`src/design/sound_level_frame_parser_macros.svh`:
```
// ----------------------------------------------------------------------------
// Assertion macros for the sound level frame parser
// Clocked on aclk and disabled while aresetn is low.
// ----------------------------------------------------------------------------
`ifndef SOUND_LEVEL_FRAME_PARSER_MACROS_SVH
`define SOUND_LEVEL_FRAME_PARSER_MACROS_SVH

// Check a property on every clock edge outside reset
`define SLFP_ASSERT(label, prop, msg) \
    label: assert property (@(posedge aclk) disable iff (!aresetn) (prop)) else $error(msg);

// Check that a condition implies a consequence in the same cycle
`define SLFP_ASSERT_IMPL(label, ante, cons, msg) \
    label: assert property (@(posedge aclk) disable iff (!aresetn) (ante) |-> (cons)) \
        else $error(msg);

`endif

```
`src/design/slfp_pkg.sv`:
```
// ----------------------------------------------------------------------------
// slfp_pkg
// Shared types and constants of the sound level frame parser.
// ----------------------------------------------------------------------------
package slfp_pkg;

    // Configuration register indexes
    localparam logic [1:0] CFG_SYNC_FIRST  = 2'd0;
    localparam logic [1:0] CFG_SYNC_SECOND = 2'd1;

    // Reset values of the sync header bytes
    localparam logic [7:0] SYNC_FIRST_RST  = 8'hE1;
    localparam logic [7:0] SYNC_SECOND_RST = 8'hDB;

    // Normalization: clamp(level + 6000, 0, 1000)
    localparam logic signed [16:0] NORM_OFFSET = 17'sd6000;
    localparam logic signed [16:0] NORM_MAX    = 17'sd1000;

    // Parser phases, one-hot
    typedef enum logic [5:0] {
        PH_WAIT_FIRST  = 6'b000001,
        PH_WAIT_SECOND = 6'b000010,
        PH_SEQ_LOW     = 6'b000100,
        PH_SEQ_HIGH    = 6'b001000,
        PH_LEVEL_LOW   = 6'b010000,
        PH_LEVEL_HIGH  = 6'b100000
    } phase_t;

endpackage

```
`src/design/slfp_norm.sv`:
```
// ----------------------------------------------------------------------------
// slfp_norm
// Maps a level in hundredths of dBFS onto 0..1000 thousandths with a clamp.
// ----------------------------------------------------------------------------
module slfp_norm
    import slfp_pkg::*;
(
    input  logic signed [15:0] level,
    output logic        [9:0]  norm
);

    logic signed [16:0] sum_s;

    // Offset the sign-extended level
    assign sum_s = $signed({level[15], level}) + NORM_OFFSET;

    // Clamp to the normalized range
    always_comb begin
        priority if (sum_s < 17'sd0) begin
            norm = 10'd0;
        end else if (sum_s > NORM_MAX) begin
            norm = NORM_MAX[9:0];
        end else begin
            norm = sum_s[9:0];
        end
    end

endmodule

```
`src/design/sound_level_frame_parser.sv`:
```
// ----------------------------------------------------------------------------
// sound_level_frame_parser
// Hunts for a two-byte sync header in a serial byte stream, skips the
// sequence number and emits the little-endian level with its normalized value.
// ----------------------------------------------------------------------------
// Throughput: one byte per cycle; s_ready drops only when the last level byte
//   of a frame arrives while the previous result beat is still not taken.
// Output: the result beat is valid in the cycle after the last level byte.
// Reset (aresetn low at a clock edge): return to hunting for the first sync
//   byte, drop any pending result, restore the sync bytes to 0xE1 and 0xDB.
`include "sound_level_frame_parser_macros.svh"

module sound_level_frame_parser
    import slfp_pkg::*;
(
    input  logic               aclk,
    input  logic               aresetn,
    // configuration write port
    input  logic               cfg_we,
    input  logic [1:0]         cfg_index,
    input  logic [7:0]         cfg_wdata,
    // byte input
    input  logic               s_valid,
    output logic               s_ready,
    input  logic [7:0]         s_rx_byte,
    // result output
    output logic               m_valid,
    input  logic               m_ready,
    output logic signed [15:0] m_level_hundredths,
    output logic [9:0]         m_norm_thousandths
);

    logic [7:0]         sync_first_reg;
    logic [7:0]         sync_second_reg;
    phase_t             phase_reg, phase_next;
    logic [7:0]         level_low_reg, level_low_next;
    logic               out_valid_reg, out_valid_next;
    logic signed [15:0] out_level_reg;
    logic [9:0]         out_norm_reg;
    logic               in_beat;
    logic               emit;
    logic signed [15:0] level_now;
    logic [9:0]         norm_now;

    // Stall only when a new result would overwrite an untaken one
    assign s_ready = !(phase_reg == PH_LEVEL_HIGH && out_valid_reg && !m_ready);
    assign in_beat = s_valid && s_ready;
    assign emit    = in_beat && (phase_reg == PH_LEVEL_HIGH);

    // Assemble the level from the stored low byte and the incoming high byte
    assign level_now = $signed({s_rx_byte, level_low_reg});

    slfp_norm u_norm (
        .level (level_now),
        .norm  (norm_now)
    );

    // Configuration writes; unknown indexes are ignored
    always_ff @(posedge aclk) begin
        if (!aresetn) begin
            sync_first_reg  <= SYNC_FIRST_RST;
            sync_second_reg <= SYNC_SECOND_RST;
        end else if (cfg_we) begin
            if (cfg_index == CFG_SYNC_FIRST) begin
                sync_first_reg <= cfg_wdata;
            end
            if (cfg_index == CFG_SYNC_SECOND) begin
                sync_second_reg <= cfg_wdata;
            end
        end
    end

    // Advance the parser on each accepted byte
    always_comb begin
        phase_next     = phase_reg;
        level_low_next = level_low_reg;
        if (in_beat) begin
            unique case (phase_reg)
                PH_WAIT_SECOND: begin
                    priority if (s_rx_byte == sync_second_reg) begin
                        phase_next = PH_SEQ_LOW;
                    end else if (s_rx_byte == sync_first_reg) begin
                        phase_next = PH_WAIT_SECOND;
                    end else begin
                        phase_next = PH_WAIT_FIRST;
                    end
                end
                PH_SEQ_LOW: begin
                    phase_next = PH_SEQ_HIGH;
                end
                PH_SEQ_HIGH: begin
                    phase_next = PH_LEVEL_LOW;
                end
                PH_LEVEL_LOW: begin
                    level_low_next = s_rx_byte;
                    phase_next     = PH_LEVEL_HIGH;
                end
                PH_LEVEL_HIGH: begin
                    phase_next = PH_WAIT_FIRST;
                end
                default: begin
                    phase_next = (s_rx_byte == sync_first_reg) ? PH_WAIT_SECOND
                                                                : PH_WAIT_FIRST;
                end
            endcase
        end
    end

    // Hold the result beat until taken, load a new one on frame end
    always_comb begin
        out_valid_next = out_valid_reg;
        if (emit) begin
            out_valid_next = 1'b1;
        end else if (m_ready) begin
            out_valid_next = 1'b0;
        end
    end

    always_ff @(posedge aclk) begin
        if (!aresetn) begin
            phase_reg     <= PH_WAIT_FIRST;
            level_low_reg <= 8'd0;
            out_valid_reg <= 1'b0;
        end else begin
            phase_reg     <= phase_next;
            level_low_reg <= level_low_next;
            out_valid_reg <= out_valid_next;
        end
    end

    // Result payload
    always_ff @(posedge aclk) begin
        if (emit) begin
            out_level_reg <= level_now;
            out_norm_reg  <= norm_now;
        end
    end

    assign m_valid            = out_valid_reg;
    assign m_level_hundredths = out_level_reg;
    assign m_norm_thousandths = out_norm_reg;

    // A new result beat appears only after the last level byte was taken
    `SLFP_ASSERT(a_rise_after_frame, $rose(m_valid) |-> $past(emit), "result without frame end")
    // Stall only at the last level byte with a pending result
    `SLFP_ASSERT_IMPL(a_stall_cause, !s_ready, phase_reg == PH_LEVEL_HIGH && m_valid && !m_ready, "unexpected input stall")
    // Normalized level stays in range
    `SLFP_ASSERT_IMPL(a_norm_range, m_valid, m_norm_thousandths <= 10'd1000, "normalized level out of range")
    // After a frame end the parser is back to hunting
    `SLFP_ASSERT(a_frame_restart, emit |=> phase_reg == PH_WAIT_FIRST, "parser did not restart")

endmodule
```
`config.mk`:
```
export PLATFORM = sky130hd
export DESIGN_NAME = sound_level_frame_parser
export DESIGN_NICKNAME = d
export VERILOG_FILES = /design/src/design/slfp_pkg.sv /design/src/design/slfp_norm.sv /design/src/design/sound_level_frame_parser.sv
export VERILOG_INCLUDE_DIRS = /design/src /design/src/design
export SDC_FILE = /design/constraint.sdc
export NUM_CORES = 1
export LEC_CHECK = 0
export BUFFER_PORTS_ARGS = -buffer_cell sky130_fd_sc_hd__buf_2
export CORE_MARGIN = 2
export CORE_UTILIZATION = 49
export DETAILED_ROUTE_END_ITERATION = 7
export PLACE_DENSITY_LB_ADDON = 0.25
export SYNTH_ARGS = -nofsm -noshare
export SYNTH_HDL_FRONTEND = slang
export SYNTH_SLANG_ARGS = --single-unit
```
`constraint.sdc`:
```
create_clock -name aclk -period 2.4 [get_ports aclk]
set_clock_uncertainty 0.1 [all_clocks]
set_input_delay 0.72 -clock aclk [delete_from_list [all_inputs] [get_ports aclk]]
set_output_delay 0.72 -clock aclk [all_outputs]
set_load 0.05 [all_outputs]
```
# Yosys cells after proc, flatten, opt, wreduce, memory -nomap -nowiden
# Cells that the tools add are included.
# word_totals
reg_bits	57
output_inout_bits	28
input_bits	23
# op_classes
eq_ne	8
n_addsub	1
magnitude_cmp	2
reduce_logical	12
muxes	6
# ops
cell	n
$pmux 6 s5	1
$add 16x14->17 const B	1
$gt 17x11->1 const B	1
$lt 17x1->1 const B	1
$eq 8x8->1	2
$mux 10	1
$eq 6x2->1 const B	1
$eq 6x3->1 const B	1
$eq 6x4->1 const B	1
$eq 6x5->1 const B	1
$eq 6x6->1 const B	1
$reduce_and 2->1	3
$logic_and 1x1->1	4
$mux 3	1
$eq 2x1->1 const B	1
$logic_not 1->1	2
$logic_not 2->1	1
$mux 1	2
$mux 2	1
$reduce_bool 2->1	1
$reduce_or 2->1	1

# Logic depth before layout (Yosys ltp)
# depth
depth_word	7
depth_mapped	7
ltp_nobuf	7

# By module
# From an unflattened synthesis, not the netlist that was laid out.
# unflattened
hier_cells	246
hier_area_um2	2770.2
# modules_own_cells
mod	area_per_inst_um2	cells_each	n_inst
sound_level_frame_parser	2273.4	187	1
slfp_norm	496.7	59	1

# Least setup slack after synthesis
# No wires, ideal clock.
# synth_timing
path_type	input to register
start	in m_ready
end	reg out_level_reg[0] (netlist: m_level_hundredths[0]), enable pin
arrival_ns	1.844
setup_slack_ns	0.075
setup_ns	0.381
path_buffers	0
cell_stages	3
cell_sequence	nand2b_1 -> or3b_2 -> inv_1
# synth_via
elab_chain_cells	5
# synth_rtl
element	line_no	text
start, declared	sound_level_frame_parser.sv:28	input logic m_ready,
$logic_not 1->1	sound_level_frame_parser.sv:46	assign s_ready = !(phase_reg == PH_LEVEL_HIGH && out_valid_reg && !m_ready);
$logic_and 1x1->1	sound_level_frame_parser.sv:46	
$logic_not 1->1	sound_level_frame_parser.sv:46	
$logic_and 1x1->1	sound_level_frame_parser.sv:47	assign in_beat = s_valid && s_ready;
$logic_and 1x1->1	sound_level_frame_parser.sv:48	assign emit = in_beat && (phase_reg == PH_LEVEL_HIGH);
named net emit	sound_level_frame_parser.sv:41	logic emit;
end signal, assigned	sound_level_frame_parser.sv:134	out_level_reg <= level_now;
end, declared	sound_level_frame_parser.sv:38	logic signed [15:0] out_level_reg;
# The timed path passes the listed nets, and every way through them passes these cells.
# A chain may end at the register's enable or synchronous reset.

# Worst setup path in the final report
# layout_timing
start	reg phase_reg[2]
end	out s_ready
# layout_via
elab_chain_cells	4
# layout_rtl
element	line_no	text
start, declared	sound_level_frame_parser.sv:35	phase_t phase_reg, phase_next;
start signal, assigned	sound_level_frame_parser.sv:125	phase_reg <= phase_next;
$eq 6x6->1	sound_level_frame_parser.sv:46	
$logic_and 1x1->1 (2 in a row)	sound_level_frame_parser.sv:46	
$logic_not 1->1	sound_level_frame_parser.sv:46	
end, declared	sound_level_frame_parser.sv:24	output logic s_ready,
# No other way between the ends.

==> impl_metrics.yaml <==
timing:
  tightest_slew_ns: 0.470
  fin_crit_sh: 0.976
  hold_viol: 0
  setup_viol: 0
  period_needed_ns: 2.34
  timing.fmax_ghz: 0.427
  slew_viol_final: 0
  tns_ns: 0
  slew_headroom: 0.687
  fin_ws_ns: 0.0572
yosys:
  synth_top_area_cell: "edfxtp_1"
  synth-seq-cells: 57
  async_reset_ff_frac: 0
  synthFlopType: "dfxtp_1"
  avgSynthCellArea_um2: 10.9
  netlist_instances: 240
  ys.warnings.count: 0
  synthesis.nets: 265
  syn_area_mm2: 0.00261
  ys_seq_area_frac: 0.537
  synth_enable_flop_cells: 26
  yosysMostFrequentCell: "dfxtp_1"
  synth_top_area_share: 0.299
  synth_cell_type_count: 50
  synth.top_cells.by_count: "dfxtp_1, nand2_1, edfxtp_1, xnor2_1, mux2i_1"
  synth_area_leaders: "edfxtp_1, dfxtp_1, xnor2_1, mux2i_1, nand2_1"
cells_and_area:
  layoutNonFillerInstCount: 381
  final_util: 0.626
  diodes: 0
  area_growth_syn_to_layout_pct: 23.3
  largest_reg_flops: 16
  fillers: 444
  nets: 331
  drive_above_1_share: 0.299
global_routing:
  overflow: 0
  track_usage: 0.185
  grt_max_degree: 32
  grt_pass1_wl_um: 8420
  antenna_found_initial: 0
  grt_pass1_vias: 1757
die:
  start_util: 0.508
  ios: 51
  coreArea_mm2: 0.00514
  die_h_um: 77.0
  die_w_um: 77.0
  rows: 26
  die_area_mm2: 0.00593
setup_path:
  crit_family: "simple AND/OR/NAND/NOR gates"
  critical_path_depth: 4
  slowest_stage: "dfxtp_4"
  r2r-start: "level_low_reg[4]"
  max_stage_delay_ns: 0.37
  cp_max_fo: 7
  crit_required_ns: 1.58
  reg2reg_depth: 7
  cp-startpoint: "phase_reg[2]"
  start_kind: "flop"
  worst_setup_path_end_kind: "output pin"
  worstPathCellList: "nor3_4 -> nand3_2 -> or2_2 -> buf_6"
  regToRegEndpoint: "m_norm_thousandths[1]"
  crit_arrival_ns: 1.52
  critPathKind: "reg -> out"
  crit_end: "s_ready"
  ff2ff_setup_slack_ns: 0.19
  path_buf_inv: 1
place:
  hpwl_um: 3620
  post-place-ws_ns: -0.0145
  placed_cells: 364
  place_congestion: 0.823
  io_buffer_count: 50
clocking:
  h-tree-depth: 3
  cts-root-buf: "clkbuf_8"
  tritoncts: "built"
  cts_buffer_depth: 2
  ctsHoldBuffers: 0
  cts.sinks: 57
  clock_latency_ns: 0.33
  numCtsBuffers: 9
  clk_pin_slew_ns: 0.06
routing:
  drtPass1Iterations: 4
  wl_per_cell_um: 13.3
  drcViolationCount: 0
  drt-total-wl_um: 5070
  drt_iter0_markers: 84
  num_vias: 1945
  drtAntennaViolNets: 0
  via_per_inst: 5.10
power_and_ir_drop:
  p_per_area_mw_per_mm2: 590
  power.leakage_nw: 1.21
  ir_worst_vdd_v: 0.000372
  fin_total_pwr_mw: 1.90
worst_hold_path:
  hold_path_class: "reg -> reg"
job:
  maxCapViolCount: 0
outcome:
  status: "finished, final reports clean"
-- report_power, final --
group | internal, mW | switching (mW) | leakage (nW)
registers | 1.02 | 0.00843 | 0.490
logic | 0.0730 | 0.0826 | 0.641
clock network | 0.362 | 0.351 | 0.0819
-- worst register-to-register path, stage by stage, from the launching register on --
cell and delay [ns]:
dfxtp_1 0.33, inv_1 0.06, ha_1 0.22, xnor2_1 0.15
a211oi_1 0.19, o41ai_1 0.13, or4_4 0.56, and4_1 0.23
-- layer usage --
layer	track usage	part of all wire	up-vias
met2	0.304	0.47	45
li1	-	-	996
met4	0.0964	0.016	0
met3	0.0412	0.045	9
met1	0.228	0.46	895
met5	0	0	-
-- final cells by class --
cell class,instances,area (um^2),area share
Clock buffer,11,131,0.0408
Clock inverter,5,22.5,0.00700
Inverter,7,26.3,0.00816
Multi-Input combinational cell,164,1150,0.356
Sequential cell,57,1410,0.437
Tap cell,70,87.6,0.0272
Timing Repair Buffer,67,397,0.123
-- logic make-up after synthesis --
| logic type | count (synthesis) | synth area share |
|---|---|---|
| multiplexers | 15 | 0.0575 |
| flip-flops | 57 | 0.537 |
| buffers and inverters | 19 | 0.0326 |
| AO/OA/AOI/OAI | 35 | 0.105 |
| AND/OR/NAND/NOR | 91 | 0.188 |
| XOR/XNOR | 21 | 0.0705 |
| adder cells (fa/ha/maj) | 2 | 0.00959 |
-- through the flow --
stage / instance area (um^2) / hold slack, ns
floorplan: 2610 / 0.330
CTS: 3200 / 0.381
global placement: 3030 / 0.352
finish: 3220 / 0.379
detailed placement: 3030 / 0.370
global route: 3220 / 0.414
-- what timing repair did --
item	in CTS	in global routing
gates resized for setup	4	5
endpoints found under the setup margin	1	1
buffers inserted	1	0
pin swaps	2	2
-- how the worst min path moves through the flow --
| stage | startpoint | to | slack, ns | cells past startpoint |
|---|---|---|---|---|
| floorplan | level_low_reg[3] | m_level_hundredths[3] | 0.33 | 0 |
| global placement | level_low_reg[3] | m_level_hundredths[3] | 0.35 | 0 |
| detailed placement | level_low_reg[3] | m_level_hundredths[3] | 0.37 | 0 |
| CTS | sync_second_reg[5] | sync_second_reg[5] | 0.38 | 2 |
| global route | level_low_reg[1] | m_level_hundredths[1] | 0.41 | 0 |
| finish | sync_second_reg[2] | sync_second_reg[2] | 0.38 | 2 |
-- cell usage in the layout (no fill, tap or decap), types with 3 or more instances in the layout --
cell type and count:
buf_4 16, a21oi_1 3, and4_1 5, nand2b_1 4, nor2_1 6, xor2_1 3
nor2b_1 14, a31oi_1 6, nand4_1 4, buf_2 49, mux2i_1 15, a21boi_0 5
o21ai_0 6, nor3_1 3, dfxtp_1 28, inv_1 7, xnor2_1 18, clkbuf_8 9
clkinv_2 3, edfxtp_1 26, nand2_1 29, nand3_1 9
Note: power is estimated with default switching activity, not from simulation.
